$ cat config.mk
export PLATFORM = sky130hd
export DESIGN_NAME = itag_walk
export DESIGN_NICKNAME = d
export VERILOG_FILES = /design/src/rtl/im2col_tile_address_generator_core_defines.svh /design/src/rtl/itag_pkg.sv /design/src/rtl/itag_walk.sv
export SDC_FILE = /design/constraint.sdc
export NUM_CORES = 1
export LEC_CHECK = 0
export BUFFER_PORTS_ARGS = -buffer_cell sky130_fd_sc_hd__buf_2
export CAP_MARGIN = 40
export CORE_AREA = 2 2 230 232
export DETAILED_ROUTE_END_ITERATION = 8
export DIE_AREA = 0 0 232 234
export PLACE_DENSITY = 0.55
export SYNTH_ARGS = -nofsm -noshare
export SYNTH_HDL_FRONTEND = slang
export SYNTH_SLANG_ARGS = --single-unit
$ cat constraint.sdc
create_clock -name clk -period 13.1 [get_ports clk]
set_input_delay 1.965 -clock clk [delete_from_list [all_inputs] [get_ports clk]]
set_output_delay 1.965 -clock clk [all_outputs]
set_load 0.01 [all_outputs]
$ cat src/rtl/im2col_tile_address_generator_core_defines.svh
// Assertion macros shared by the im2col tile address generator RTL.
// No dependencies; included by files that carry concurrent checks.
`ifndef IM2COL_TILE_ADDRESS_GENERATOR_CORE_DEFINES_SVH
`define IM2COL_TILE_ADDRESS_GENERATOR_CORE_DEFINES_SVH

// Check that holds in the same cycle as its condition.
`define ITAG_ASSERT_NOW(label, ante, cons) \
  label: assert property (@(posedge clk) disable iff (!rst_n) (ante) |-> (cons)) \
    else $error("itag check failed");

// Check that holds in the cycle after its condition.
`define ITAG_ASSERT_NEXT(label, ante, cons) \
  label: assert property (@(posedge clk) disable iff (!rst_n) (ante) |=> (cons)) \
    else $error("itag check failed");

`endif

$ cat src/rtl/itag_pkg.sv
// Shared types, widths and layout tables of the im2col tile address generator.
// No dependencies; imported by every module of the block.
package itag_pkg;

  localparam int TILE_DIM   = 8;
  localparam int TILE_W     = (TILE_DIM > 1) ? $clog2(TILE_DIM) : 1;
  localparam int ADDR_W     = 48;
  localparam int BASE_W     = 32;
  localparam int DIM_W      = 13;
  localparam int N_W        = 9;
  localparam int MODE_W     = 3;
  localparam int IDX_W      = 16;
  localparam int RC_W       = IDX_W + TILE_W;
  localparam int DIV_W      = 24;
  localparam int DSR_W      = 25;
  localparam int K_W        = 3;
  localparam int PAD_W      = 2;
  localparam int TR_W       = N_W + DSR_W;
  localparam int TC_W       = 2 * K_W + DIM_W;
  localparam int STR_W      = 37;
  localparam int MUL_SPLIT  = 20;
  localparam int CODE_W     = 2;
  localparam int CFG_IDX_W  = 3;
  localparam int CFG_DATA_W = 32;

  localparam logic [TILE_W-1:0] TILE_LAST = TILE_W'(TILE_DIM - 1);

  // Configuration register indexes.
  typedef enum logic [CFG_IDX_W-1:0] {
    REG_LAYOUT  = 3'd0,
    REG_BASE    = 3'd1,
    REG_BATCH   = 3'd2,
    REG_HEIGHT  = 3'd3,
    REG_WIDTH   = 3'd4,
    REG_CHANNEL = 3'd5
  } cfg_reg_t;

  // Layout codes.
  localparam logic [MODE_W-1:0] LAYOUT_K1S1P0 = 3'd0;
  localparam logic [MODE_W-1:0] LAYOUT_K3S1P1 = 3'd1;
  localparam logic [MODE_W-1:0] LAYOUT_K3S2P1 = 3'd2;
  localparam logic [MODE_W-1:0] LAYOUT_K5S1P2 = 3'd3;
  localparam logic [MODE_W-1:0] LAYOUT_K7S2P3 = 3'd4;

  // Element size codes.
  localparam logic [CODE_W-1:0] SIZE_1B = 2'd0;
  localparam logic [CODE_W-1:0] SIZE_2B = 2'd1;

  // Kernel size of a layout; zero marks an unknown layout.
  function automatic logic [K_W-1:0] lay_kernel(input logic [MODE_W-1:0] mode);
    case (mode)
      LAYOUT_K1S1P0: lay_kernel = 3'd1;
      LAYOUT_K3S1P1: lay_kernel = 3'd3;
      LAYOUT_K3S2P1: lay_kernel = 3'd3;
      LAYOUT_K5S1P2: lay_kernel = 3'd5;
      LAYOUT_K7S2P3: lay_kernel = 3'd7;
      default:       lay_kernel = 3'd0;
    endcase
  endfunction

  // High when the layout steps by two.
  function automatic logic lay_stride2(input logic [MODE_W-1:0] mode);
    lay_stride2 = (mode == LAYOUT_K3S2P1) || (mode == LAYOUT_K7S2P3);
  endfunction

  // Padding of a layout.
  function automatic logic [PAD_W-1:0] lay_pad(input logic [MODE_W-1:0] mode);
    case (mode)
      LAYOUT_K3S1P1: lay_pad = 2'd1;
      LAYOUT_K3S2P1: lay_pad = 2'd1;
      LAYOUT_K5S1P2: lay_pad = 2'd2;
      LAYOUT_K7S2P3: lay_pad = 2'd3;
      default:       lay_pad = 2'd0;
    endcase
  endfunction

  // Starting point of one tile, worked out by the setup unit.
  typedef struct packed {
    logic [RC_W-1:0]   r0;
    logic [RC_W-1:0]   q0;
    logic [DIM_W-1:0]  oh0;
    logic [DIM_W-1:0]  ow0;
    logic [ADDR_W-1:0] roff0;
    logic [DIM_W-1:0]  c0;
    logic [K_W-1:0]    kw0;
    logic [K_W-1:0]    kh0;
    logic [DIM_W-1:0]  oh_cnt;
    logic [DIM_W-1:0]  ow_cnt;
    logic [K_W-1:0]    kern;
    logic              stride2;
    logic [PAD_W-1:0]  pad;
    logic [TR_W-1:0]   total_rows;
    logic [TC_W-1:0]   total_cols;
    logic [DIM_W-1:0]  img_h;
    logic [DIM_W-1:0]  img_w;
    logic [DIM_W-1:0]  chan;
    logic [STR_W-1:0]  img_stride;
    logic [CODE_W-1:0] size_code;
    logic [BASE_W-1:0] base;
  } job_t;

  // One tile element as it leaves the walker.
  typedef struct packed {
    logic              valid;
    logic [TILE_W-1:0] i;
    logic [TILE_W-1:0] j;
    logic              last;
    logic [RC_W-1:0]   r;
    logic [RC_W-1:0]   q;
    logic [DIM_W-1:0]  oh;
    logic [DIM_W-1:0]  ow;
    logic [ADDR_W-1:0] roff;
    logic [DIM_W-1:0]  c;
    logic [K_W-1:0]    kw;
    logic [K_W-1:0]    kh;
    logic [TR_W-1:0]   total_rows;
    logic [TC_W-1:0]   total_cols;
    logic              stride2;
    logic [PAD_W-1:0]  pad;
    logic [DIM_W-1:0]  img_h;
    logic [DIM_W-1:0]  img_w;
    logic [DIM_W-1:0]  chan;
    logic [CODE_W-1:0] size_code;
    logic [BASE_W-1:0] base;
  } elem_t;

endpackage

$ cat src/rtl/itag_walk.sv
// Tile walker: steps through the tile elements in row-major order, one a cycle.
// Depends on itag_pkg; takes its start point from itag_setup.
module itag_walk import itag_pkg::*; (
  input  logic  clk,
  input  logic  rst_n,
  input  logic  job_valid,
  input  job_t  job,
  output logic  job_take,
  output elem_t el
);

  logic              active_r;
  job_t              job_r;
  logic [TILE_W-1:0] i_r, j_r;
  logic [RC_W-1:0]   r_r, q_r;
  logic [DIM_W-1:0]  oh_r, ow_r, c_r;
  logic [ADDR_W-1:0] roff_r;
  logic [K_W-1:0]    kw_r, kh_r;
  logic              row_end, at_last;

  assign row_end  = (j_r == TILE_LAST);
  assign at_last  = row_end && (i_r == TILE_LAST);
  assign job_take = job_valid && (!active_r || at_last);

  always_ff @(posedge clk) begin
    if (!rst_n) begin
      active_r <= 1'b0;
    end else if (job_take) begin
      active_r <= 1'b1;
    end else if (active_r && at_last) begin
      active_r <= 1'b0;
    end
  end

  // Counters of the output pixel and of the kernel tap and channel.
  always_ff @(posedge clk) begin
    if (job_take) begin
      job_r  <= job;
      i_r    <= '0;
      j_r    <= '0;
      r_r    <= job.r0;
      oh_r   <= job.oh0;
      ow_r   <= job.ow0;
      roff_r <= job.roff0;
      q_r    <= job.q0;
      c_r    <= job.c0;
      kw_r   <= job.kw0;
      kh_r   <= job.kh0;
    end else if (active_r) begin
      if (row_end) begin
        // Next matrix row: column side returns to its start.
        i_r  <= i_r + 1'b1;
        j_r  <= '0;
        q_r  <= job_r.q0;
        c_r  <= job_r.c0;
        kw_r <= job_r.kw0;
        kh_r <= job_r.kh0;
        r_r  <= r_r + 1'b1;
        if ({1'b0, ow_r} + 1'b1 == {1'b0, job_r.ow_cnt}) begin
          ow_r <= '0;
          if ({1'b0, oh_r} + 1'b1 == {1'b0, job_r.oh_cnt}) begin
            oh_r   <= '0;
            roff_r <= roff_r + ADDR_W'(job_r.img_stride);
          end else begin
            oh_r <= oh_r + 1'b1;
          end
        end else begin
          ow_r <= ow_r + 1'b1;
        end
      end else begin
        j_r <= j_r + 1'b1;
        q_r <= q_r + 1'b1;
        if ({1'b0, c_r} + 1'b1 == {1'b0, job_r.chan}) begin
          c_r <= '0;
          if ({1'b0, kw_r} + 1'b1 == {1'b0, job_r.kern}) begin
            kw_r <= '0;
            kh_r <= kh_r + 1'b1;
          end else begin
            kw_r <= kw_r + 1'b1;
          end
        end else begin
          c_r <= c_r + 1'b1;
        end
      end
    end
  end

  // The last flag is only raised on a live element.
  always_comb begin
    el.valid      = active_r;
    el.i          = i_r;
    el.j          = j_r;
    el.last       = active_r && at_last;
    el.r          = r_r;
    el.q          = q_r;
    el.oh         = oh_r;
    el.ow         = ow_r;
    el.roff       = roff_r;
    el.c          = c_r;
    el.kw         = kw_r;
    el.kh         = kh_r;
    el.total_rows = job_r.total_rows;
    el.total_cols = job_r.total_cols;
    el.stride2    = job_r.stride2;
    el.pad        = job_r.pad;
    el.img_h      = job_r.img_h;
    el.img_w      = job_r.img_w;
    el.chan       = job_r.chan;
    el.size_code  = job_r.size_code;
    el.base       = job_r.base;
  end

endmodule

== After elaboration in Yosys (flattened, before gate mapping) ==
Index checks and enable logic that the tools add are counted.

* Flip-flop bits (word level): 371
* Input port bits: 329
* Output and inout bits: 269
* Word-level logic and storage cells: 103

* Add/sub/neg operators: 14
* Eq/ne operators: 6
* Mux-type cells: 37
* Reductions and logical operators: 18

{| class="wikitable"
|+ Operator list
! cell !! number
|-
| 48-bit two-way mux || 5
|-
| 13-bit two-way mux || 13
|-
| 19-bit two-way mux || 6
|-
| 48-bit by 37-bit adder with 48-bit output || 1
|-
| 13-bit by 1-bit adder with 14-bit output, second input constant || 3
|-
| 14-bit by 13-bit == test with 1-bit output || 3
|-
| 13-bit by 1-bit adder with 13-bit output, second input constant || 3
|-
| 19-bit by 1-bit adder with 19-bit output, second input constant || 2
|-
| 3-bit two-way mux || 11
|-
| 3-bit by 1-bit adder with 3-bit output, second input constant || 4
|-
| 2-bit nonzero test || 5
|-
| 3-bit == test, second input constant || 2
|-
| 2-bit AND reduction || 3
|-
| 3-bit AND reduction || 2
|-
| 3-bit nonzero test || 2
|-
| 3-bit by 1-bit adder with 4-bit output, second input constant || 1
|-
| 4-bit by 3-bit == test with 1-bit output || 1
|-
| 4-bit AND reduction || 1
|-
| 1-bit logical AND || 3
|-
| 1-bit two-way mux || 2
|-
| 1-bit zero test || 1
|-
| 1-bit logical OR || 1
|}

== Longest topological paths before layout ==
* Word-level depth: 7
* Gate-level depth with buffers: 12
* Mapped depth without buffers: 11

== Worst setup path after synthesis ==
OpenSTA, ideal clock, no wires.

* Path type: in2out
* Start point: in job_valid
* End point: out job_take
* Data arrival time: 8.891 ns
* Required time: 11.135 ns
* Slack: 2.244 ns
* Stages: 4
* Buffers on the path: 2
* Cells stage by stage: nand2b_1 -> clkbuf_1 -> inv_2 -> buf_1

* Cells in the longest elaborated chain, start to end: 1

{| class="wikitable"
|+ RTL lines
! what !! line !! text
|-
| start: declaration || itag_walk.sv:6 || <nowiki>input logic job_valid,</nowiki>
|-
| 1-bit logical AND || itag_walk.sv:23 || <nowiki>assign job_take = job_valid && (!active_r || at_last);</nowiki>
|-
| end: declaration || itag_walk.sv:8 || <nowiki>output logic job_take,</nowiki>
|}

No other way between the ends.

== Worst setup path in the final report ==
* Start point: reg j_r[0]
* End point: out job_take

* Cells in the longest elaborated chain, start to end: 4

{| class="wikitable"
|+ RTL lines
! what !! line !! text
|-
| start: declaration || itag_walk.sv:14 || <nowiki>logic [TILE_W-1:0] i_r, j_r;</nowiki>
|-
| start signal: assignment || itag_walk.sv:71 || <nowiki>j_r <= j_r + 1'b1;</nowiki>
|-
| 3-bit == test || itag_walk.sv:21 || <nowiki>assign row_end = (j_r == TILE_LAST);</nowiki>
|-
| 1-bit logical AND || itag_walk.sv:22 || <nowiki>assign at_last = row_end && (i_r == TILE_LAST);</nowiki>
|-
| 1-bit logical OR || itag_walk.sv:23 ||
|-
| 1-bit logical AND || itag_walk.sv:23 ||
|}

No other way between the ends.

==> metrics.txt <==
CP startpoint j_r[0]; commonest non-fill, non-tap cells in the layout 597 x buf_2, 364 x edfxtp_1, 155 x nand2_1; ys async rst share 0%; CTS root buffer clkbuf_16; Max Clock Skew 0.0193 ns; Mapped Area 18,300 um2; Worst Setup End Kind output pin; DRC 0; largest net degree at the start of global routing 177; commonest non-fill, non-tap cell in the layout buf_2; post-route cell area 22,500 um2; Die Outline Area 54,300 um2; PD cells 136 nW/um2; FF-to-FF setup slack 9.21 ns; routed via count 13,409; H-tree depth 2; Post-synth EDFFs 364; Die Span Y 234 um; Crit Path Max Fanout 71; clock buffer count from CTS 45; Critical Path Slowest Stage Cell buf_4; hold_buf cts 0; fmax 196 MHz; NumNets Final 2,373; core region area 52,000 um2; period utilization 39.0%; initial core utilization 35.2%; TNS Setup 0 ns; post-CTS sizing 0; outcome finished, final reports clean; Setup Viol. Count Final 0; reg-to-reg startpoint j_r[0]; Critical Path Sink job_take; CTS tree yes; Unique masters post-synth 72; worst path arrival time 3.14 ns; initial antenna violation count 10; Hold Startpoint i_r[1]; CP Data Required Time 11.14 ns; Critical Path, Cell by Cell ha_1, ha_2, buf_4, a21boi_0, nand2b_4, inv_8, buf_2; Reg2Reg Depth 10; Overall Global Routing Usage 18.5%; Setup crit start kind register; # port buffers 597; Leakage 9.17 nW; FP Rows 84; total routed wirelength 53,700 um; worst hold path class register to register; GP Congestion 0.869; Synth warnings 0; sequential-to-total area share from yosys stat 60.5%; Tightest Pin Transition 0.820 ns; clk sink count 371; 1st-iter DRT viols 821; ANT nets after route 0; post-layout min period 5.10 ns; I/O pin count 598; GRT overflow 0; Post-Place Cell Area 21,100 um2; post-CTS setup buffer count 0; Post-synth top flop edfxtp_1; multi-input logic area 5910 um2; wire per inst 19.7 um; dpl hpwl 40,200 um; first-pass GRT wire length 77,300 um; share of layout cells above drive strength 1 34.0%; register area 11,100 um2; post-synthesis cell count 1,524; Crit path largest cell delay 0.56 ns; die width 232 um; drt first pass iters 5; Worst-path clk slew 0.05 ns; vias in the first global route 13,209; reg-to-reg endpoint roff_r[42]; average size of a mapped cell 12.0 um2; Worst VDD drop 0.000108 V; vias per inst 4.92; fillers 5,010; Fin. Hold Viols 0; worst skew pair latency 0.57 ns; synth-to-layout area growth 23.1%; RSZ-0062 raised after global routing no; register bit total from synthesis 371; Syn Nets 1,902; Crit Path Category register to output pin; Slew HR 45.3%; max cap viols 0; max-slew violations 0; clk buf depth 3
[layout make-up]
cell class | instances | area share (%)
antenna | 9 | 0.100
clock buffer | 55 | 5.17
clock inverter | 24 | 1.04
inverter | 34 | 0.600
multi-input combinational | 933 | 26.3
sequential | 371 | 49.2
tap | 688 | 3.82
timing repair buffer | 610 | 13.8
[where the power goes]
group,internal [mW],switching (mW),total (mW)
Combinational,0.175,0.232,0.407
Clock,0.710,0.496,1.21
Sequential,1.40,0.0559,1.46
[per-layer routing]
layer / vias to the layer above / track usage (%) / routed length [um]
li1: 6390 / - / -
met2: 467 / 29.8 / 25700
met3: 60 / 5.52 / 4420
met5: - / 0 / 39
met1: 6486 / 24.4 / 22800
met4: 6 / 5.03 / 846
[worst max-delay path: cells and delay by family, from the launching register on]
kind / cells / cell delay, ns
buffers and inverters: 3 / 1.14
DFF: 1 / 0.38
adders and majority gates: 2 / 0.33
and+or+nand+nor: 1 / 0.29
AOI/OAI and AO/OA: 1 / 0.26
[synthesized netlist by cell type (8+ instances only)]
| cell type | number | area (um2) |
|---|---|---|
| nand4_1 | 19 | 119 |
| nand2_1 | 155 | 582 |
| xor2_1 | 73 | 639 |
| a21oi_1 | 103 | 515 |
| nor3_1 | 12 | 60.1 |
| ha_1 | 48 | 601 |
| nor2_1 | 106 | 398 |
| nand3_1 | 53 | 265 |
| buf_4 | 132 | 991 |
| xnor2_1 | 61 | 534 |
| edfxtp_1 | 364 | 10900 |
| clkbuf_1 | 45 | 169 |
| a21o_1 | 25 | 188 |
| o21ai_0 | 96 | 480 |
| and3_1 | 28 | 175 |
| a31oi_1 | 25 | 156 |
| xnor3_1 | 8 | 180 |
| inv_1 | 32 | 120 |
[logic make-up after synthesis]
group	after synthesis	share of synthesized area, %
flip-flops	371	60.5
adder cells (fa/ha/maj)	49	3.39
XOR/XNOR	142	7.40
AO/OA/AOI/OAI	314	10.4
AND/OR/NAND/NOR	421	10.7
buffers and inverters	220	7.29
multiplexers	7	0.383
[flip-flops by register name, indices dropped and copies added (netlist names)]
name	cells
roff_r	48
kw_r	3
el	129
q_r	19
job_r	104
i_r	3
oh_r	13
c_r	13
kh_r	3
r_r	19
ow_r	13
active_r	1
j_r	3
[metrics by stage]
step                      power [mW]  hold slack, ns  instances  worst slack (ns)  util, %
after floorplan                 1.74           0.496       1524              2.24        -
final                           3.07           0.478       2724              8.00     43.3
after detailed placement        1.89           0.475       2636              8.16     40.5
after global placement          1.88           0.462       2633              8.18     40.5
after CTS                       3.11           0.483       2715              7.97     43.2
after global routing            3.20           0.521       2718              7.76     43.3
[worst min path at each step]
stage | cells after the start | to
floorplan | 2 | i_r[1]
global placement | 2 | i_r[1]
detailed placement | 2 | i_r[1]
CTS | 2 | i_r[1]
global route | 2 | i_r[1]
finish | 2 | i_r[1]
(Power assumes the default switching activity.)
