$ cat config.mk
export PLATFORM = sky130hd
export DESIGN_NAME = itag_addr
export DESIGN_NICKNAME = d
export VERILOG_FILES = /design/src/rtl/im2col_tile_address_generator_core_defines.svh /design/src/rtl/itag_pkg.sv /design/src/rtl/itag_addr.sv
export SDC_FILE = /design/constraint.sdc
export NUM_CORES = 2
export LEC_CHECK = 0
export ABC_AREA = 1
export BUFFER_PORTS_ARGS = -buffer_cell sky130_fd_sc_hd__buf_4
export CORE_MARGIN = 3
export CORE_UTILIZATION = 30
export DETAILED_ROUTE_END_ITERATION = 8
export GPL_ROUTABILITY_DRIVEN = 0
export HOLD_SLACK_MARGIN = 0.1
export PLACE_DENSITY_LB_ADDON = 0.3
export RECOVER_POWER = 50
export SYNTH_ARGS = -nofsm -noshare
export SYNTH_HDL_FRONTEND = slang
export SYNTH_SLANG_ARGS = --single-unit
export TNS_END_PERCENT = 5
$ cat constraint.sdc
create_clock -name clk -period 4.74 [get_ports clk]
set_input_delay 0.474 -clock clk [delete_from_list [all_inputs] [get_ports clk]]
set_output_delay 0.474 -clock clk [all_outputs]
set_load 0.02 [all_outputs]
$ cat src/rtl/im2col_tile_address_generator_core_defines.svh
// Assertion macros shared by the im2col tile address generator RTL.
// No dependencies; included by files that carry concurrent checks.
`ifndef IM2COL_TILE_ADDRESS_GENERATOR_CORE_DEFINES_SVH
`define IM2COL_TILE_ADDRESS_GENERATOR_CORE_DEFINES_SVH

// Check that holds in the same cycle as its condition.
`define ITAG_ASSERT_NOW(label, ante, cons) \
  label: assert property (@(posedge clk) disable iff (!rst_n) (ante) |-> (cons)) \
    else $error("itag check failed");

// Check that holds in the cycle after its condition.
`define ITAG_ASSERT_NEXT(label, ante, cons) \
  label: assert property (@(posedge clk) disable iff (!rst_n) (ante) |=> (cons)) \
    else $error("itag check failed");

`endif

$ cat src/rtl/itag_pkg.sv
// Shared types, widths and layout tables of the im2col tile address generator.
// No dependencies; imported by every module of the block.
package itag_pkg;

  localparam int TILE_DIM   = 8;
  localparam int TILE_W     = (TILE_DIM > 1) ? $clog2(TILE_DIM) : 1;
  localparam int ADDR_W     = 48;
  localparam int BASE_W     = 32;
  localparam int DIM_W      = 13;
  localparam int N_W        = 9;
  localparam int MODE_W     = 3;
  localparam int IDX_W      = 16;
  localparam int RC_W       = IDX_W + TILE_W;
  localparam int DIV_W      = 24;
  localparam int DSR_W      = 25;
  localparam int K_W        = 3;
  localparam int PAD_W      = 2;
  localparam int TR_W       = N_W + DSR_W;
  localparam int TC_W       = 2 * K_W + DIM_W;
  localparam int STR_W      = 37;
  localparam int MUL_SPLIT  = 20;
  localparam int CODE_W     = 2;
  localparam int CFG_IDX_W  = 3;
  localparam int CFG_DATA_W = 32;

  localparam logic [TILE_W-1:0] TILE_LAST = TILE_W'(TILE_DIM - 1);

  // Configuration register indexes.
  typedef enum logic [CFG_IDX_W-1:0] {
    REG_LAYOUT  = 3'd0,
    REG_BASE    = 3'd1,
    REG_BATCH   = 3'd2,
    REG_HEIGHT  = 3'd3,
    REG_WIDTH   = 3'd4,
    REG_CHANNEL = 3'd5
  } cfg_reg_t;

  // Layout codes.
  localparam logic [MODE_W-1:0] LAYOUT_K1S1P0 = 3'd0;
  localparam logic [MODE_W-1:0] LAYOUT_K3S1P1 = 3'd1;
  localparam logic [MODE_W-1:0] LAYOUT_K3S2P1 = 3'd2;
  localparam logic [MODE_W-1:0] LAYOUT_K5S1P2 = 3'd3;
  localparam logic [MODE_W-1:0] LAYOUT_K7S2P3 = 3'd4;

  // Element size codes.
  localparam logic [CODE_W-1:0] SIZE_1B = 2'd0;
  localparam logic [CODE_W-1:0] SIZE_2B = 2'd1;

  // Kernel size of a layout; zero marks an unknown layout.
  function automatic logic [K_W-1:0] lay_kernel(input logic [MODE_W-1:0] mode);
    case (mode)
      LAYOUT_K1S1P0: lay_kernel = 3'd1;
      LAYOUT_K3S1P1: lay_kernel = 3'd3;
      LAYOUT_K3S2P1: lay_kernel = 3'd3;
      LAYOUT_K5S1P2: lay_kernel = 3'd5;
      LAYOUT_K7S2P3: lay_kernel = 3'd7;
      default:       lay_kernel = 3'd0;
    endcase
  endfunction

  // High when the layout steps by two.
  function automatic logic lay_stride2(input logic [MODE_W-1:0] mode);
    lay_stride2 = (mode == LAYOUT_K3S2P1) || (mode == LAYOUT_K7S2P3);
  endfunction

  // Padding of a layout.
  function automatic logic [PAD_W-1:0] lay_pad(input logic [MODE_W-1:0] mode);
    case (mode)
      LAYOUT_K3S1P1: lay_pad = 2'd1;
      LAYOUT_K3S2P1: lay_pad = 2'd1;
      LAYOUT_K5S1P2: lay_pad = 2'd2;
      LAYOUT_K7S2P3: lay_pad = 2'd3;
      default:       lay_pad = 2'd0;
    endcase
  endfunction

  // Starting point of one tile, worked out by the setup unit.
  typedef struct packed {
    logic [RC_W-1:0]   r0;
    logic [RC_W-1:0]   q0;
    logic [DIM_W-1:0]  oh0;
    logic [DIM_W-1:0]  ow0;
    logic [ADDR_W-1:0] roff0;
    logic [DIM_W-1:0]  c0;
    logic [K_W-1:0]    kw0;
    logic [K_W-1:0]    kh0;
    logic [DIM_W-1:0]  oh_cnt;
    logic [DIM_W-1:0]  ow_cnt;
    logic [K_W-1:0]    kern;
    logic              stride2;
    logic [PAD_W-1:0]  pad;
    logic [TR_W-1:0]   total_rows;
    logic [TC_W-1:0]   total_cols;
    logic [DIM_W-1:0]  img_h;
    logic [DIM_W-1:0]  img_w;
    logic [DIM_W-1:0]  chan;
    logic [STR_W-1:0]  img_stride;
    logic [CODE_W-1:0] size_code;
    logic [BASE_W-1:0] base;
  } job_t;

  // One tile element as it leaves the walker.
  typedef struct packed {
    logic              valid;
    logic [TILE_W-1:0] i;
    logic [TILE_W-1:0] j;
    logic              last;
    logic [RC_W-1:0]   r;
    logic [RC_W-1:0]   q;
    logic [DIM_W-1:0]  oh;
    logic [DIM_W-1:0]  ow;
    logic [ADDR_W-1:0] roff;
    logic [DIM_W-1:0]  c;
    logic [K_W-1:0]    kw;
    logic [K_W-1:0]    kh;
    logic [TR_W-1:0]   total_rows;
    logic [TC_W-1:0]   total_cols;
    logic              stride2;
    logic [PAD_W-1:0]  pad;
    logic [DIM_W-1:0]  img_h;
    logic [DIM_W-1:0]  img_w;
    logic [DIM_W-1:0]  chan;
    logic [CODE_W-1:0] size_code;
    logic [BASE_W-1:0] base;
  } elem_t;

endpackage

$ cat src/rtl/itag_addr.sv
// Six-stage address pipeline: bounds checks, linear index and byte address.
// Depends on itag_pkg; fed by itag_walk.
module itag_addr import itag_pkg::*; (
  input  logic              clk,
  input  logic              rst_n,
  input  elem_t             el,
  output logic              out_valid,
  output logic [TILE_W-1:0] out_i,
  output logic [TILE_W-1:0] out_j,
  output logic              out_en,
  output logic [ADDR_W-1:0] out_addr,
  output logic              out_last
);

  localparam int CW = 16;

  typedef struct packed {
    logic [TILE_W-1:0] i;
    logic [TILE_W-1:0] j;
    logic              last;
  } tag_t;

  logic [5:0]            v_r;
  tag_t                  t1_r, t2_r, t3_r, t4_r, t5_r;
  logic                  ok1_r, ok2_r, ok3_r, ok4_r, ok5_r;
  logic signed [CW-1:0]  ih1_r, iw1_r;
  logic [ADDR_W-1:0]     roff1_r, roff2_r, roff3_r, roff4_r;
  logic [DIM_W-1:0]      c1_r, c2_r, c3_r, c4_r;
  logic [DIM_W-1:0]      h1_r, w1_r, ch1_r, ch2_r, ch3_r;
  logic [CODE_W-1:0]     sc1_r, sc2_r, sc3_r, sc4_r, sc5_r;
  logic [BASE_W-1:0]     b1_r, b2_r, b3_r, b4_r, b5_r;
  logic [2*DIM_W-1:0]    pix2_r, lin3_r;
  logic [DIM_W-1:0]      iw2_r;
  logic [ADDR_W-1:0]     lc4_r, idx5_r;
  logic [DIM_W:0]        ohs;
  logic [DIM_W:0]        ows;
  logic                  in_img;
  logic [ADDR_W-1:0]     scaled;

  // Valid bits travel with the data.
  always_ff @(posedge clk) begin
    if (!rst_n) v_r <= '0;
    else        v_r <= {v_r[4:0], el.valid};
  end

  // Stage 1: matrix bounds and input coordinates.
  assign ohs = el.stride2 ? {el.oh, 1'b0} : {1'b0, el.oh};
  assign ows = el.stride2 ? {el.ow, 1'b0} : {1'b0, el.ow};

  always_ff @(posedge clk) begin
    t1_r    <= '{i: el.i, j: el.j, last: el.last};
    ok1_r   <= (TR_W'(el.r) < el.total_rows) && (TC_W'(el.q) < el.total_cols);
    ih1_r   <= $signed(CW'(ohs)) + $signed(CW'(el.kh)) - $signed(CW'(el.pad));
    iw1_r   <= $signed(CW'(ows)) + $signed(CW'(el.kw)) - $signed(CW'(el.pad));
    roff1_r <= el.roff;
    c1_r    <= el.c;
    h1_r    <= el.img_h;
    w1_r    <= el.img_w;
    ch1_r   <= el.chan;
    sc1_r   <= el.size_code;
    b1_r    <= el.base;
  end

  // Stage 2: padding check and row offset inside the image.
  assign in_img = !ih1_r[CW-1] && !iw1_r[CW-1]
               && (ih1_r[CW-2:0] < (CW-1)'(h1_r)) && (iw1_r[CW-2:0] < (CW-1)'(w1_r));

  always_ff @(posedge clk) begin
    t2_r    <= t1_r;
    ok2_r   <= ok1_r && in_img;
    pix2_r  <= (2*DIM_W)'(ih1_r[DIM_W-1:0]) * (2*DIM_W)'(w1_r);
    iw2_r   <= iw1_r[DIM_W-1:0];
    roff2_r <= roff1_r;
    c2_r    <= c1_r;
    ch2_r   <= ch1_r;
    sc2_r   <= sc1_r;
    b2_r    <= b1_r;
  end

  // Stage 3: pixel index inside the image.
  always_ff @(posedge clk) begin
    t3_r    <= t2_r;
    ok3_r   <= ok2_r;
    lin3_r  <= pix2_r + (2*DIM_W)'(iw2_r);
    roff3_r <= roff2_r;
    c3_r    <= c2_r;
    ch3_r   <= ch2_r;
    sc3_r   <= sc2_r;
    b3_r    <= b2_r;
  end

  // Stage 4: scale by the channel count.
  always_ff @(posedge clk) begin
    t4_r    <= t3_r;
    ok4_r   <= ok3_r;
    lc4_r   <= ADDR_W'((3*DIM_W)'(lin3_r) * (3*DIM_W)'(ch3_r));
    roff4_r <= roff3_r;
    c4_r    <= c3_r;
    sc4_r   <= sc3_r;
    b4_r    <= b3_r;
  end

  // Stage 5: element index in the tensor.
  always_ff @(posedge clk) begin
    t5_r   <= t4_r;
    ok5_r  <= ok4_r;
    idx5_r <= roff4_r + lc4_r + ADDR_W'(c4_r);
    sc5_r  <= sc4_r;
    b5_r   <= b4_r;
  end

  // Stage 6: byte address; zero-fill elements carry address zero.
  always_comb begin
    case (sc5_r)
      SIZE_1B: scaled = idx5_r;
      SIZE_2B: scaled = idx5_r << 1;
      default: scaled = idx5_r << 2;
    endcase
  end

  always_ff @(posedge clk) begin
    out_i    <= t5_r.i;
    out_j    <= t5_r.j;
    out_last <= t5_r.last;
    out_en   <= ok5_r;
    out_addr <= ok5_r ? (ADDR_W'(b5_r) + scaled) : '0;
  end

  assign out_valid = v_r[5];

endmodule

Word level (Yosys, flattened, before mapping). Index checks and enable logic that the tools add are counted. W data, S select, Z words.

Register bits: 765. Output and inout bits: 57. Word-level logic and storage cells: 82.

$lt $le $gt $ge: 4. $mul: 2. Mux-type cells: 3. Eq/ne operators: 1. Add/sub/neg operators: 8. Reductions and logical operators: 8.

Operator list (number): $pmux W48 S2 (1); $add A32 B48 Y48 (1); $add A48 B13 Y48 (1); $add A48 B39 Y48 (1); $mul A26 B13 Y39 (1); $lt A19 B34 Y1 (1); $sub A15 B2 Y16 (2); $add A14 B3 Y15 (2); $lt A15 B13 Y1 (2); $mux W14 (2); $add A26 B13 Y26 (1); $mul A13 B13 Y26 (1); $lt A19 B19 Y1 (1); $logic_and A1 B1 Y1 (5); $eq A2 B1 Y1 const B (1); $logic_not A1 Y1 (2); $logic_not A2 Y1 (1).

Depth between registers and ports, before layout.
Depth after elaboration: 5. Gate-level depth with buffers: 26. Mapped depth without buffers: 24.

Worst setup path after synthesis. No wires, ideal clock.

Path kind: register -> register. From: reg ch3_r[12]. To: reg lc4_r[37]. Arrival: 4.887 ns. Stages on the path, launching flop included: 22. Path slack: -0.266 ns. Path buffers: 2. Data required time: 4.621 ns. Clock period less this slack: 5.006 ns. Library setup time: 0.119 ns. Path through: dfxtp_1 > clkbuf_1 > clkbuf_1 > nand2_1 > fa_1 > inv_1 > fa_1 > inv_1 > fa_1 > inv_1 > fa_1 > inv_1 > fa_1 > inv_1 > ha_1 > a21oi_1 > o21ai_0 > a21oi_1 > o21ai_0 > nor2_1 > nand3_1 > xor2_1.

Cells in the longest elaborated chain, start to end: 1.

Ends and longest elaborated chain: start: declaration (line itag_addr.sv:29) `logic [DIM_W-1:0] h1_r, w1_r, ch1_r, ch2_r, ch3_r;`; start signal: assignment (line itag_addr.sv:87) `ch3_r <= ch2_r;`; $mul A26 B13 Y39 (line itag_addr.sv:96) `lc4_r <= ADDR_W'((3*DIM_W)'(lin3_r) * (3*DIM_W)'(ch3_r));`; end signal: assignment (line itag_addr.sv:96); end: declaration (line itag_addr.sv:34) `logic [ADDR_W-1:0] lc4_r, idx5_r;`.

Every way passes these cells. A chain may end at the register's enable or synchronous reset.

Worst setup path in the final report.
From: reg ch3_r[7]. To: reg lc4_r[31].

Same word-level chain as after synthesis.

==> flow_metrics.tcl <==
set metrics [dict create \
    grt-busiest-layer "met2" \
    met3_usage 0.02525 \
    syn_inst 5324 \
    grt_pass1_vias 36390 \
    violations "negative setup slack" \
    htreeDepth 3 \
    synthTopCellsByArea "dfxtp_1, fa_1, nand2_1" \
    io_buffers 326 \
    yosysMostFrequentCell "nand2_1" \
    criticalPathCategory "flop to flop" \
    dr_total_vias 35290 \
    wl_per_cell_um 14.43 \
    antenna_found_initial 2 \
    die_w_um 390.8 \
    drt_iter0_drc 1515 \
    root_buffer "clkbuf_16" \
    fin_nets 7134 \
    dpl.hpwl_mm 95.49 \
    grt_pass1_wl_mm 186.6 \
    synth.cell_area_um2 44410 \
    fillers 14670 \
    critPathTopFamily "adder cells" \
    use_met2 0.2802 \
    cts_buffers 87 \
    overflow 0 \
    max_slew_margin 0.4870 \
    die_area_um2 152700 \
    worstSkewPairLatency_ns 0.71 \
    finClkSkew_ns 0.04547 \
    cpMostUsedCell "fa_1" \
    start_kind "flop" \
    max_freq_ghz 0.2067 \
    ioPinCount 327 \
    routed_wl_mm 116.7 \
    crit_buf_inv 6 \
    synth_warnings 0 \
    rsz0062_at_grt "yes" \
    status "complete, but fails checks" \
    clock_path_buffers 3 \
    required_ns 5.35 \
    synth_ff_type "dfxtp_1" \
    crit_chain "bufbuf_16 -> nand2_1 -> fa_1 -> inv_1 -> fa_1 -> fa_1 -> fa_1 -> inv_1 -> fa_1 -> inv_1 -> ha_4 -> nand2_1 -> buf_4 -> nor2_2 -> inv_2 -> nor3_4 -> nand4_1 -> nand2_2 -> nand2_1 -> nand2_1 -> xor2_1" \
    antennaDiodeCount 0 \
    vias_per_cell 4.363 \
    fin_crit_sh 1.020 \
    tritoncts "yes" \
    dr.pass1.iters 7 \
    netlist.area_leader.share 0.3448 \
    synth_nets 6359 \
    cp_max_fo 4 \
    cts_sinks 765 \
    drc 0 \
    worstMarginPinSlew_ns 0.7687 \
    avgSynthCellArea_um2 8.342 \
    slew_violations 0 \
    fin_crit_ns 4.837 \
    hp-class "input port to flop" \
    ys_seq_elements 765 \
    die_h_um 390.8 \
    syn_to_final_growth_pct 29.18 \
    drtAntennaViolNets 0 \
    use_met1 0.1789 \
    ys_top_cells_by_count "nand2_1, inv_1, dfxtp_1" \
    layout-drive-gt1-share 0.1749 \
    synthArstFlopShare 0 \
    synth_area_leader_cell "dfxtp_1" \
    cp_slowest_cell "fa_1" \
    clk_pin_slew_ns 0.06 \
    ys_types 44 \
    cp.arrival_ns 5.45 \
    coreArea_um2 146300 \
    final_hold_viol_count 0 \
    setup_viol 13 \
    seq_area_frac_synth 0.3448 \
    maxCapViolCount 0 \
    setup_ws_ns -0.09688 \
    initial_core_util 0.3036 \
    fin_util 0.3922 \
    crit_path_end_kind "flop" \
    grt_use_total 0.1532 \
    slowest_delay_ns 0.55 \
    fp-row-count 140 \
    synth_edf_count 0 \
    grt_max_degree 37 \
]
## layout by cell type, fill, tap and decap left out, types with 31 or more instances in the layout
| cell type | netlist | routed |
|---|---|---|
| ha_1 | 360 | 330 |
| nand2_1 | 1259 | 1231 |
| inv_1 | 1113 | 1102 |
| xor2_1 | 91 | 91 |
| nand2_2 | 10 | 37 |
| o22ai_1 | 34 | 34 |
| nand4_1 | 38 | 38 |
| buf_4 | 0 | 606 |
| nand3_1 | 138 | 135 |
| nor2_1 | 360 | 332 |
| dlygate4sd3_1 | 0 | 147 |
| fa_1 | 405 | 394 |
| dfxtp_1 | 765 | 728 |
| xnor2_1 | 41 | 40 |
| clkbuf_16 | 0 | 87 |
| o21ai_0 | 134 | 116 |
| a21oi_1 | 253 | 220 |
| nor3_1 | 36 | 31 |
## layout make-up
type | instances | area [um2] | share of cell area
Clock buffer | 109 | 2420 | 0.04218
Clock inverter | 52 | 839.6 | 0.01463
Inverter | 1118 | 4199 | 0.07319
Multi-Input combinational cell | 3325 | 25270 | 0.4405
Sequential cell | 765 | 15380 | 0.2681
Tap cell | 1917 | 2399 | 0.04181
Timing Repair Buffer | 802 | 6862 | 0.1196
## routing by layer
metal,part of all wire,routed length [um]
met2,0.50,58540
met1,0.42,48980
met5,0,0
met4,0.036,4188
met3,0.043,5022
## sequential cells by signal (all words and copies together), names as in the netlist, 16 cells and up
signal	flops
b1_r	32
b2_r	32
b3_r	32
b4_r	32
b5_r	32
idx5_r	48
ih1_r	16
iw1_r	16
lc4_r	39
lin3_r	26
out_addr	48
pix2_r	26
roff1_r	48
roff2_r	48
roff3_r	48
roff4_r	48
## repair_timing
item / in CTS / in global routing
pin swaps: 44 / 42
endpoints found under the setup margin: 38 / 41
hold buffers: 147 / 0
endpoints found under the hold margin: 150 / 0
gates cloned: 2 / 0
setup buffers: 6 / 2
resized for setup: 153 / 107
## worst reg2reg max path, delay by kind of cell, from the launching register on
kind                     cells  cell delay [ns]
buffers and inverters        6             0.65
XOR/XNOR                     1             0.13
adder cells (fa/ha/maj)      6             2.81
AND/OR/NAND/NOR              8             0.78
flip-flops                   1             0.38
## through the flow
| stage | std cells | area [um2] | hold WS (ns) | TNS [ns] | worst slack, ns |
|---|---|---|---|---|---|
| 2_1_floorplan | 5324 | 44470 | 0.3096 | -0.05946 | -0.02698 |
| 3_3_place_gp | 7770 | 51540 | 0.3096 | -5.128 | -0.3222 |
| 3_5_place_dp | 7770 | 51540 | 0.3121 | -6.666 | -0.4179 |
| 4_1_cts | 8086 | 56980 | 0.1157 | -1.266 | -0.1173 |
| 5_1_grt | 8088 | 57370 | 0.1608 | -6.643 | -0.3128 |
| 6_report | 8088 | 57370 | 0.1920 | -0.5530 | -0.09688 |
## cells by family after synthesis
kind of cell,share of synthesized area
AO/OA/AOI/OAI,0.06395
flip-flops,0.3448
adder cells (fa/ha/maj),0.2840
XOR/XNOR,0.02603
buffers and inverters,0.1054
AND/OR/NAND/NOR,0.1758
## worst paths after layout
kind / start / endpoint / slack (ns) / depth (start not counted)
max: ch3_r[7] / lc4_r[31] / -0.1 / 21
min reg2reg: roff3_r[18] / roff4_r[18] / 0.30 / 0
max reg2reg: ch3_r[7] / lc4_r[31] / -0.1 / 21
min: el[208] / iw1_r[14] / 0.19 / 3
Power is not shown: default switching activity piles up to over one toggle a cycle in this logic, so the estimate is an artifact.
