## src/rtl/im2col_tile_address_generator_core_defines.svh

```systemverilog
// Assertion macros shared by the im2col tile address generator RTL.
// No dependencies; included by files that carry concurrent checks.
`ifndef IM2COL_TILE_ADDRESS_GENERATOR_CORE_DEFINES_SVH
`define IM2COL_TILE_ADDRESS_GENERATOR_CORE_DEFINES_SVH

// Check that holds in the same cycle as its condition.
`define ITAG_ASSERT_NOW(label, ante, cons) \
  label: assert property (@(posedge clk) disable iff (!rst_n) (ante) |-> (cons)) \
    else $error("itag check failed");

// Check that holds in the cycle after its condition.
`define ITAG_ASSERT_NEXT(label, ante, cons) \
  label: assert property (@(posedge clk) disable iff (!rst_n) (ante) |=> (cons)) \
    else $error("itag check failed");

`endif

```

## src/rtl/itag_pkg.sv

```systemverilog
// Shared types, widths and layout tables of the im2col tile address generator.
// No dependencies; imported by every module of the block.
package itag_pkg;

  localparam int TILE_DIM   = 8;
  localparam int TILE_W     = (TILE_DIM > 1) ? $clog2(TILE_DIM) : 1;
  localparam int ADDR_W     = 48;
  localparam int BASE_W     = 32;
  localparam int DIM_W      = 13;
  localparam int N_W        = 9;
  localparam int MODE_W     = 3;
  localparam int IDX_W      = 16;
  localparam int RC_W       = IDX_W + TILE_W;
  localparam int DIV_W      = 24;
  localparam int DSR_W      = 25;
  localparam int K_W        = 3;
  localparam int PAD_W      = 2;
  localparam int TR_W       = N_W + DSR_W;
  localparam int TC_W       = 2 * K_W + DIM_W;
  localparam int STR_W      = 37;
  localparam int MUL_SPLIT  = 20;
  localparam int CODE_W     = 2;
  localparam int CFG_IDX_W  = 3;
  localparam int CFG_DATA_W = 32;

  localparam logic [TILE_W-1:0] TILE_LAST = TILE_W'(TILE_DIM - 1);

  // Configuration register indexes.
  typedef enum logic [CFG_IDX_W-1:0] {
    REG_LAYOUT  = 3'd0,
    REG_BASE    = 3'd1,
    REG_BATCH   = 3'd2,
    REG_HEIGHT  = 3'd3,
    REG_WIDTH   = 3'd4,
    REG_CHANNEL = 3'd5
  } cfg_reg_t;

  // Layout codes.
  localparam logic [MODE_W-1:0] LAYOUT_K1S1P0 = 3'd0;
  localparam logic [MODE_W-1:0] LAYOUT_K3S1P1 = 3'd1;
  localparam logic [MODE_W-1:0] LAYOUT_K3S2P1 = 3'd2;
  localparam logic [MODE_W-1:0] LAYOUT_K5S1P2 = 3'd3;
  localparam logic [MODE_W-1:0] LAYOUT_K7S2P3 = 3'd4;

  // Element size codes.
  localparam logic [CODE_W-1:0] SIZE_1B = 2'd0;
  localparam logic [CODE_W-1:0] SIZE_2B = 2'd1;

  // Kernel size of a layout; zero marks an unknown layout.
  function automatic logic [K_W-1:0] lay_kernel(input logic [MODE_W-1:0] mode);
    case (mode)
      LAYOUT_K1S1P0: lay_kernel = 3'd1;
      LAYOUT_K3S1P1: lay_kernel = 3'd3;
      LAYOUT_K3S2P1: lay_kernel = 3'd3;
      LAYOUT_K5S1P2: lay_kernel = 3'd5;
      LAYOUT_K7S2P3: lay_kernel = 3'd7;
      default:       lay_kernel = 3'd0;
    endcase
  endfunction

  // High when the layout steps by two.
  function automatic logic lay_stride2(input logic [MODE_W-1:0] mode);
    lay_stride2 = (mode == LAYOUT_K3S2P1) || (mode == LAYOUT_K7S2P3);
  endfunction

  // Padding of a layout.
  function automatic logic [PAD_W-1:0] lay_pad(input logic [MODE_W-1:0] mode);
    case (mode)
      LAYOUT_K3S1P1: lay_pad = 2'd1;
      LAYOUT_K3S2P1: lay_pad = 2'd1;
      LAYOUT_K5S1P2: lay_pad = 2'd2;
      LAYOUT_K7S2P3: lay_pad = 2'd3;
      default:       lay_pad = 2'd0;
    endcase
  endfunction

  // Starting point of one tile, worked out by the setup unit.
  typedef struct packed {
    logic [RC_W-1:0]   r0;
    logic [RC_W-1:0]   q0;
    logic [DIM_W-1:0]  oh0;
    logic [DIM_W-1:0]  ow0;
    logic [ADDR_W-1:0] roff0;
    logic [DIM_W-1:0]  c0;
    logic [K_W-1:0]    kw0;
    logic [K_W-1:0]    kh0;
    logic [DIM_W-1:0]  oh_cnt;
    logic [DIM_W-1:0]  ow_cnt;
    logic [K_W-1:0]    kern;
    logic              stride2;
    logic [PAD_W-1:0]  pad;
    logic [TR_W-1:0]   total_rows;
    logic [TC_W-1:0]   total_cols;
    logic [DIM_W-1:0]  img_h;
    logic [DIM_W-1:0]  img_w;
    logic [DIM_W-1:0]  chan;
    logic [STR_W-1:0]  img_stride;
    logic [CODE_W-1:0] size_code;
    logic [BASE_W-1:0] base;
  } job_t;

  // One tile element as it leaves the walker.
  typedef struct packed {
    logic              valid;
    logic [TILE_W-1:0] i;
    logic [TILE_W-1:0] j;
    logic              last;
    logic [RC_W-1:0]   r;
    logic [RC_W-1:0]   q;
    logic [DIM_W-1:0]  oh;
    logic [DIM_W-1:0]  ow;
    logic [ADDR_W-1:0] roff;
    logic [DIM_W-1:0]  c;
    logic [K_W-1:0]    kw;
    logic [K_W-1:0]    kh;
    logic [TR_W-1:0]   total_rows;
    logic [TC_W-1:0]   total_cols;
    logic              stride2;
    logic [PAD_W-1:0]  pad;
    logic [DIM_W-1:0]  img_h;
    logic [DIM_W-1:0]  img_w;
    logic [DIM_W-1:0]  chan;
    logic [CODE_W-1:0] size_code;
    logic [BASE_W-1:0] base;
  } elem_t;

endpackage

```

## src/rtl/itag_div.sv

```systemverilog
// Serial restoring divider, one quotient bit per cycle.
// Depends on itag_pkg for its widths.
module itag_div import itag_pkg::*; (
  input  logic             clk,
  input  logic             rst_n,
  input  logic             start,
  input  logic [DIV_W-1:0] dividend,
  input  logic [DSR_W-1:0] divisor,
  output logic             done,
  output logic [DIV_W-1:0] quotient,
  output logic [DSR_W-1:0] remainder
);

  localparam int CNT_W = $clog2(DIV_W);

  logic             run_r;
  logic             done_r;
  logic [CNT_W-1:0] cnt_r;
  logic [DIV_W-1:0] quo_r;
  logic [DSR_W-1:0] rem_r;
  logic [DSR_W-1:0] dsr_r;
  logic [DSR_W:0]   trial;
  logic             fits;

  // Trial subtraction of the shifted partial remainder.
  assign trial = {rem_r, quo_r[DIV_W-1]};
  assign fits  = trial >= {1'b0, dsr_r};

  // Control: run until every dividend bit has been shifted through, then flag done.
  always_ff @(posedge clk) begin
    if (!rst_n) begin
      run_r  <= 1'b0;
      done_r <= 1'b0;
      cnt_r  <= '0;
    end else begin
      done_r <= 1'b0;
      if (start) begin
        run_r <= 1'b1;
        cnt_r <= '0;
      end else if (run_r) begin
        cnt_r <= cnt_r + 1'b1;
        if (cnt_r == CNT_W'(DIV_W - 1)) begin
          run_r  <= 1'b0;
          done_r <= 1'b1;
        end
      end
    end
  end

  // Data path of the shift and subtract.
  always_ff @(posedge clk) begin
    if (start) begin
      quo_r <= dividend;
      rem_r <= '0;
      dsr_r <= divisor;
    end else if (run_r) begin
      quo_r <= {quo_r[DIV_W-2:0], fits};
      rem_r <= fits ? DSR_W'(trial - {1'b0, dsr_r}) : trial[DSR_W-1:0];
    end
  end

  assign done      = done_r;
  assign quotient  = quo_r;
  assign remainder = rem_r;

endmodule

```

## src/rtl/itag_setup.sv

```systemverilog
// Setup unit: turns one tile request into the starting coordinates of the tile.
// Depends on itag_pkg and two itag_div instances.
module itag_setup import itag_pkg::*; (
  input  logic              clk,
  input  logic              rst_n,
  input  logic              req,
  input  logic [IDX_W-1:0]  row_idx,
  input  logic [IDX_W-1:0]  col_idx,
  input  logic [CODE_W-1:0] size_code,
  input  logic [MODE_W-1:0] cfg_mode,
  input  logic [BASE_W-1:0] cfg_base,
  input  logic [N_W-1:0]    cfg_batch,
  input  logic [DIM_W-1:0]  cfg_height,
  input  logic [DIM_W-1:0]  cfg_width,
  input  logic [DIM_W-1:0]  cfg_chan,
  output logic              busy,
  output logic              job_valid,
  input  logic              job_take,
  output job_t              job
);

  typedef enum logic [9:0] {
    ST_IDLE   = 10'b0000000001,
    ST_PREP1  = 10'b0000000010,
    ST_PREP2  = 10'b0000000100,
    ST_DIVAGO = 10'b0000001000,
    ST_DIVA   = 10'b0000010000,
    ST_DIVBGO = 10'b0000100000,
    ST_DIVB   = 10'b0001000000,
    ST_MUL1   = 10'b0010000000,
    ST_MUL2   = 10'b0100000000,
    ST_HOLD   = 10'b1000000000
  } st_t;

  localparam int HI_W = N_W + STR_W - MUL_SPLIT;

  st_t st_r, st_nxt;

  logic [IDX_W-1:0]      row_r;
  logic [IDX_W-1:0]      col_r;
  logic [2*DIM_W-1:0]    hw_r;
  logic [DSR_W-1:0]      rpi_r;
  logic [N_W-1:0]        n0_r;
  logic [DIV_W-1:0]      pr_r;
  logic [DIV_W-1:0]      tap_r;
  logic [N_W+MUL_SPLIT-1:0] plo_r;
  job_t                  job_r;

  logic                  div_go;
  logic                  div_first;
  logic [DIV_W-1:0]      a_dvd, b_dvd;
  logic [DSR_W-1:0]      a_dsr, b_dsr;
  logic                  a_done, b_done;
  logic [DIV_W-1:0]      a_quo, b_quo;
  logic [DSR_W-1:0]      a_rem, b_rem;
  logic [K_W-1:0]        kern;
  logic                  s2;
  logic [DIM_W-1:0]      oh_c, ow_c;
  logic [DIM_W:0]        h_inc, w_inc;

  // Output size of the current layout.
  assign kern  = lay_kernel(cfg_mode);
  assign s2    = lay_stride2(cfg_mode);
  assign h_inc = {1'b0, cfg_height} + 1'b1;
  assign w_inc = {1'b0, cfg_width} + 1'b1;
  assign oh_c  = (kern == '0) ? '0 : (s2 ? h_inc[DIM_W:1] : cfg_height);
  assign ow_c  = (kern == '0) ? '0 : (s2 ? w_inc[DIM_W:1] : cfg_width);

  // Sequencer.
  always_comb begin
    st_nxt = st_r;
    case (st_r)
      ST_IDLE:   if (req) st_nxt = ST_PREP1;
      ST_PREP1:  st_nxt = ST_PREP2;
      ST_PREP2:  st_nxt = ST_DIVAGO;
      ST_DIVAGO: st_nxt = ST_DIVA;
      ST_DIVA:   if (a_done && b_done) st_nxt = ST_DIVBGO;
      ST_DIVBGO: st_nxt = ST_DIVB;
      ST_DIVB:   if (a_done && b_done) st_nxt = ST_MUL1;
      ST_MUL1:   st_nxt = ST_MUL2;
      ST_MUL2:   st_nxt = ST_HOLD;
      ST_HOLD:   if (job_take) st_nxt = ST_IDLE;
      default:   st_nxt = ST_IDLE;
    endcase
  end

  always_ff @(posedge clk) begin
    if (!rst_n) st_r <= ST_IDLE;
    else        st_r <= st_nxt;
  end

  // Two dividers: row split on one, column split on the other.
  assign div_first = (st_r == ST_DIVAGO);
  assign div_go    = div_first || (st_r == ST_DIVBGO);
  assign a_dvd = div_first ? DIV_W'(job_r.r0) : pr_r;
  assign a_dsr = div_first ? rpi_r : DSR_W'(job_r.ow_cnt);
  assign b_dvd = div_first ? DIV_W'(job_r.q0) : tap_r;
  assign b_dsr = div_first ? DSR_W'(job_r.chan) : DSR_W'(job_r.kern);

  itag_div u_div_row (
    .clk(clk), .rst_n(rst_n), .start(div_go), .dividend(a_dvd), .divisor(a_dsr),
    .done(a_done), .quotient(a_quo), .remainder(a_rem)
  );

  itag_div u_div_col (
    .clk(clk), .rst_n(rst_n), .start(div_go), .dividend(b_dvd), .divisor(b_dsr),
    .done(b_done), .quotient(b_quo), .remainder(b_rem)
  );

  // Step registers of the setup sequence.
  always_ff @(posedge clk) begin
    case (st_r)
      ST_IDLE: begin
        if (req) begin
          row_r           <= row_idx;
          col_r           <= col_idx;
          job_r.size_code <= size_code;
        end
      end
      ST_PREP1: begin
        job_r.r0      <= RC_W'(row_r) * RC_W'(TILE_DIM);
        job_r.q0      <= RC_W'(col_r) * RC_W'(TILE_DIM);
        job_r.kern    <= kern;
        job_r.stride2 <= s2;
        job_r.pad     <= lay_pad(cfg_mode);
        job_r.oh_cnt  <= oh_c;
        job_r.ow_cnt  <= ow_c;
        job_r.img_h   <= cfg_height;
        job_r.img_w   <= cfg_width;
        job_r.chan    <= cfg_chan;
        job_r.base    <= cfg_base;
        hw_r          <= (2*DIM_W)'(cfg_height) * (2*DIM_W)'(cfg_width);
      end
      ST_PREP2: begin
        rpi_r            <= DSR_W'(job_r.oh_cnt) * DSR_W'(job_r.ow_cnt);
        job_r.img_stride <= STR_W'(hw_r) * STR_W'(job_r.chan);
        job_r.total_cols <= TC_W'(job_r.kern) * TC_W'(job_r.kern) * TC_W'(job_r.chan);
      end
      ST_DIVAGO: begin
        job_r.total_rows <= TR_W'(cfg_batch) * TR_W'(rpi_r);
      end
      ST_DIVA: begin
        if (a_done && b_done) begin
          n0_r     <= a_quo[N_W-1:0];
          pr_r     <= a_rem[DIV_W-1:0];
          job_r.c0 <= b_rem[DIM_W-1:0];
          tap_r    <= b_quo;
        end
      end
      ST_DIVB: begin
        if (a_done && b_done) begin
          job_r.oh0 <= a_quo[DIM_W-1:0];
          job_r.ow0 <= a_rem[DIM_W-1:0];
          job_r.kh0 <= b_quo[K_W-1:0];
          job_r.kw0 <= b_rem[K_W-1:0];
        end
      end
      ST_MUL1: begin
        plo_r <= (N_W+MUL_SPLIT)'(n0_r)
               * (N_W+MUL_SPLIT)'(job_r.img_stride[MUL_SPLIT-1:0]);
      end
      ST_MUL2: begin
        job_r.roff0 <= ADDR_W'(plo_r)
                     + (ADDR_W'(HI_W'(n0_r) * HI_W'(job_r.img_stride[STR_W-1:MUL_SPLIT]))
                        << MUL_SPLIT);
      end
      default: begin
      end
    endcase
  end

  assign busy      = (st_r != ST_IDLE);
  assign job_valid = (st_r == ST_HOLD);
  assign job       = job_r;

endmodule

```

## config.mk

```make
export PLATFORM = sky130hd
export DESIGN_NAME = itag_setup
export DESIGN_NICKNAME = d
export VERILOG_FILES = /design/src/rtl/im2col_tile_address_generator_core_defines.svh /design/src/rtl/itag_pkg.sv /design/src/rtl/itag_div.sv /design/src/rtl/itag_setup.sv
export SDC_FILE = /design/constraint.sdc
export NUM_CORES = 2
export LEC_CHECK = 0
export ABC_CLOCK_PERIOD_IN_PS = 9600
export BUFFER_PORTS_ARGS = -buffer_cell sky130_fd_sc_hd__buf_2
export CAP_MARGIN = 30
export CORE_MARGIN = 2
export CORE_UTILIZATION = 45
export DETAILED_ROUTE_END_ITERATION = 8
export SYNTH_ARGS = -nofsm -noshare
export SYNTH_HDL_FRONTEND = slang
export SYNTH_SLANG_ARGS = --single-unit
```

## constraint.sdc

```tcl
create_clock -name clk -period 9.6 [get_ports clk]
set_input_delay 1.44 -clock clk [delete_from_list [all_inputs] [get_ports clk]]
set_output_delay 1.44 -clock clk [all_outputs]
set_load 0.02 [all_outputs]
```

# [After elaboration in Yosys (flattened, before gate mapping)]
# Cells that the tools add are included.
[op_classes] addsub=7 n_mul=8 order_cmp=2 n_eq_ne=21 muxes=27 bitwise=3 n_reduce_logical=15
[op_table] cell="2-to-1 mux 24 bit" n=6
[op_table] cell="one-hot mux 10 bit (10 select lines)" n=1
[op_table] cell="greater-or-equal comparator 26 x 25 -> 1 bit" n=2
[op_table] cell="2-to-1 mux 25 bit" n=2
[op_table] cell="subtractor 25 bit" n=2
[op_table] cell="adder 29 x 46 -> 47 bit" n=1
[op_table] cell="2-to-1 mux 10 bit" n=4
[op_table] cell="2-to-1 mux 13 bit" n=3
[op_table] cell="multiplier 26 x 13 -> 37 bit" n=1
[op_table] cell="multiplier 9 x 25 -> 34 bit" n=1
[op_table] cell="multiplier 9 x 20 -> 29 bit" n=1
[op_table] cell="adder 13 x 1 -> 14 bit, second input constant" n=2
[op_table] cell="multiplier 13 x 13 -> 26 bit" n=1
[op_table] cell="multiplier 9 x 17 -> 26 bit" n=1
[op_table] cell="multiplier 13 x 13 -> 25 bit" n=1
[op_table] cell="multiplier 6 x 13 -> 19 bit" n=1
[op_table] cell="one-hot mux 3 bit (4 select lines)" n=1
[op_table] cell="adder 5 x 1 -> 5 bit, second input constant" n=2
[op_table] cell="equality test 10 x 1 -> 1 bit, second input constant" n=1
[op_table] cell="equality test 10 bit, second input constant" n=1
[op_table] cell="equality test 10 x 2 -> 1 bit, second input constant" n=1
[op_table] cell="equality test 10 x 3 -> 1 bit, second input constant" n=1
[op_table] cell="equality test 10 x 4 -> 1 bit, second input constant" n=1
[op_table] cell="equality test 10 x 5 -> 1 bit, second input constant" n=1
[op_table] cell="24 further kinds" n=44
[totals] register_bits=661 in_bits=121 output_inout_bits=328 elab_cells=127

# [Depth between registers and ports, before layout]
[logic_depth] ltp_word=4 mapped_depth=24 depth_no_buf=22

# [By module]
# From an unflattened synthesis, not the netlist that was laid out.
[hier_totals] cells_unflattened=6626 hier_area_um2=66615.1
[modules_own_cells] module="itag_setup" n_inst=1 cells_per_inst=5710 area_per_inst_um2=57268.7 seq_area_each_um2=14824.2
[modules_own_cells] module="itag_div" n_inst=2 cells_per_inst=458 area_per_inst_um2=4673.2 seq_area_each_um2=2112.0

# [Least setup slack after synthesis]
# OpenSTA, ideal clock, no wires.
[synth_timing] path_type="input to register" from="in cfg_height[7]" to="reg hw_r[25] (data pin)" setup_time_ns=0.260 arrival_ns=6.434 path_slack_ns=2.906 cell_stages=22 path_cell_list="clkbuf_1 -> clkbuf_1 -> nand2_1 -> fa_1 -> inv_1 -> fa_1 -> fa_1 -> inv_1 -> fa_1 -> fa_1 -> inv_1 -> ha_1 -> nand3_1 -> o2111ai_1 -> a221oi_1 -> o31ai_1 -> nand2b_1 -> a21oi_1 -> o21ai_0 -> nand2b_1 -> a21oi_1 -> xnor2_1"
[synth_between] elab_chain_cells=1
[synth_rtl] element="start: declaration" line_no="itag_setup.sv:13" text="input logic [DIM_W-1:0] cfg_height,"
[synth_rtl] element="multiplier 13 x 13 -> 26 bit" line_no="itag_setup.sv:132" text="hw_r <= (2*DIM_W)'(cfg_height) * (2*DIM_W)'(cfg_width);"
[synth_rtl] element="end signal: assignment" line_no="itag_setup.sv:132"
[synth_rtl] element="end: declaration" line_no="itag_setup.sv:41" text="logic [2*DIM_W-1:0] hw_r;"
# No other way between the ends.
# A chain may end at the register's enable or synchronous reset.

# [Final worst setup path]
[layout_timing] from="reg job_r, in the netlist job[72]" to="reg job_r, in the netlist job[67] (data pin)"
[layout_between] elab_chain_cells=1
[layout_rtl] element="start: declaration" line_no="itag_setup.sv:47" text="job_t job_r;"
[layout_rtl] element="multiplier 26 x 13 -> 37 bit" line_no="itag_setup.sv:136" text="job_r.img_stride <= STR_W'(hw_r) * STR_W'(job_r.chan);"
# No other way between the ends.

==> results.toml <==
[run_status]
status = "finished, final reports clean"

[critical_path]
reg2reg_slack_ns = 3.08
worstPathRequired_ns = 10.03
cp.arrival_ns = 6.95
start_kind = "register"
crit_fanout = 20
reg2reg_depth = 21
end_kind = "register"
critPathKind = "register to register"

[cts]
cts_tree = "yes"
insertion_delay_ns = 0.72
cts_buffer_depth = 3
cts.repair.resized = 0
cts-buffers-inserted = 80
cts_root_buffer = "clkbuf_16"
cts.sink_count = 647
postCtsSetupBuffers = 0
hold_buffers = 0
cts.clk_slew.worst_paths_ns = 0.06
htreeDepth = 3

[sta]
whs_ns = 0.415
maxSlewViolCount = 0
final.period_utilization = 0.679
clock_skew_ns = 0.0762
tightest_slew_ns = 0.989
rsz0062_at_grt = "false"
max_freq_mhz = 153
setup_viol = 0
post-route-min-period_ns = 6.52
relSlewSlack = 0.341
hold_viol = 0
fin_setup_tns_ns = 0

[power]
switching_share = 0.463
p_clk_frac = 0.107
powerDensity_nw_per_um2 = 395
ir_drop_mv = 0.820
leakagePower_nw = 32.8
pwr-share-seq = 0.173
comb_power_share = 0.720
internal_power_w = 0.0151
p_sw_w = 0.0131

[layout]
layout-drive-gt1-share = 0.0977
final_common_cell = "inv_1"
layout.nets = 8176
post-route-util = 0.498
area_growth_syn_to_layout_pct = 10.0
n_antenna_cell = 0
postLayoutCellArea_um2 = 71500
instances_no_fill = 8638
layout_common_cells = "1089 x inv_1, 966 x nand2_1, 935 x fa_1, 573 x and2_1, 573 x edfxtp_1"

[die]
io_pins = 449
rows = 139
dieArea_um2 = 147000
core-area_um2 = 143000
die_x_um = 384
start_util = 0.453
die_h_um = 384

[routing]
firstDrtPassIters = 5
detail-route-antenna-nets = 0
wl_met3_um = 9530
wl_met1_um = 71100
drc_errors = 0
via_per_inst = 5.13
wire_per_inst_um = 17.8
wl_met2_um = 70500
highest_layer = "met4"
drtIter0Drc = 2347
vias = 44335
wl_um = 154000

[placement]
hpwl_um = 116000
placed_area_um2 = 68800
port_buffers = 441
placed_cells = 8491
gp_congestion = 0.841

[global_routing]
grt_max_degree = 87
grt_pass1_vias = 46303
grt_usage = 0.214
antenna_found_initial = 1
grt.overflow.total = 0
grt_pass1_wl_um = 251000

[synthesis]
syn-mean-instance-area_um2 = 10.1
synth_edf_count = 573
synth-seq-cells = 647
synth.area.top_cells = "fa_1 29%, edfxtp_1 26%, ha_1 8.7%, inv_1 6.3%, nand2_1 5.6%"
netlist_area_um2 = 64900
synth_cells = 6409
seq_area_frac_synth = 0.288
ys_dominant_reg_cell = "edfxtp_1"
yosysWarnings = 0
async_flop_share = 0
synth_top_area_share = 0.288
synth.distinct_cells = 86
synth_largest_area_cell = "fa_1"

[worst_hold_path]
worstHoldPathCells = 0
hp-class = "register to register"

[run]
max_cap_viol_count = 0
-- flip-flops by register name (all words and copies together), names as in the netlist, 13 cells and up --
name	flops
col_r	16
hw_r	26
u_div_col.dsr_r	13
rpi_r	25
tap_r	24
u_div_row.dsr_r	25
u_div_row.quotient	24
u_div_col.quotient	24
u_div_col.remainder	25
row_r	16
plo_r	29
job	318
u_div_row.remainder	25
pr_r	24
-- path summary, 6_finish.rpt --
kind            start        to
max reg2reg   job[72]   job[67]
max           job[72]   job[67]
min reg2reg  row_r[8]  job[318]
min          row_r[8]  job[318]
-- cells by family (layout without fill, tap and decap cells) --
family / count (synthesis) / in the layout / synth area share
AO/OA/AOI/OAI: 681 / 681 / 0.0668
adder cells (fa/ha/maj): 1385 / 1385 / 0.375
buffers and inverters: 1403 / 1723 / 0.0821
flip-flops: 647 / 647 / 0.288
XOR/XNOR: 227 / 227 / 0.0306
multiplexers: 72 / 72 / 0.0111
other: 1 / 7 / 0.0000577
AND/OR/NAND/NOR: 1993 / 1993 / 0.147
-- stage by stage --
step                power (W)  setup WS [ns]
finish                 0.0282           3.08
global route           0.0315           2.71
CTS                    0.0284           3.01
detailed placement     0.0252           2.49
global placement       0.0249           2.61
floorplan              0.0207           2.91
-- worst max-delay path, cell delays in order, from the launching register on --
cell,delay [ns]
edfxtp_1,0.84
buf_4,0.40
nand2_1,0.13
fa_1,0.55
inv_1,0.05
fa_1,0.46
fa_1,0.51
inv_1,0.05
fa_1,0.54
inv_1,0.05
fa_1,0.45
ha_1,0.35
inv_1,0.09
or4b_4,0.54
nor2_1,0.11
nand3_1,0.13
a31oi_2,0.21
o21ai_1,0.11
o21ai_2,0.18
a41oi_1,0.16
nor2b_1,0.17
xnor2_1,0.13
-- cell usage after synthesis, types with 10 or more instances --
cell type / n
a21o_1: 87
nor2_1: 201
o21a_1: 23
a211oi_1: 40
nand2_1: 966
buf_2: 18
nand3_1: 57
nor3_1: 40
buf_1: 11
mux2i_1: 71
nand2b_1: 22
inv_1: 1091
or3_1: 11
or2_2: 11
nand4_1: 24
xnor2_1: 154
and2_1: 573
edfxtp_1: 573
xor2_1: 73
dfxtp_1: 74
clkbuf_1: 272
o211ai_1: 13
fa_1: 935
buf_4: 10
a31oi_1: 18
nor2b_1: 23
and3_1: 21
o21bai_1: 28
nor4_1: 11
ha_1: 450
o21ai_0: 154
a21oi_1: 215
-- metal layers --
metal / GRT usage / vias to the layer above
met1: 0.304 / 22395
met2: 0.342 / 1035
met4: 0.0486 / 0
met5: 0 / -
li1: - / 20734
met3: 0.0377 / 171
-- power groups by stage --
| stage | Sequential [W] | Clock [W] | Combinational (W) |
|---|---|---|---|
| floorplan | 0.00482 | 0 | 0.0159 |
| global placement | 0.00495 | 0 | 0.0199 |
| detailed placement | 0.00495 | 0 | 0.0202 |
| CTS | 0.00489 | 0.00312 | 0.0204 |
| global route | 0.00493 | 0.00322 | 0.0234 |
| finish | 0.00489 | 0.00302 | 0.0203 |
-- layout make-up --
type	instances	area (µm²)
sequential	647	18700
timing repair buffer	485	2630
inverter	1091	4100
fill	13300	72000
tap	1903	2380
multi-input combinational	4365	41000
clock inverter	49	571
clock buffer	98	2090
Power figures use the tool's default switching activity.
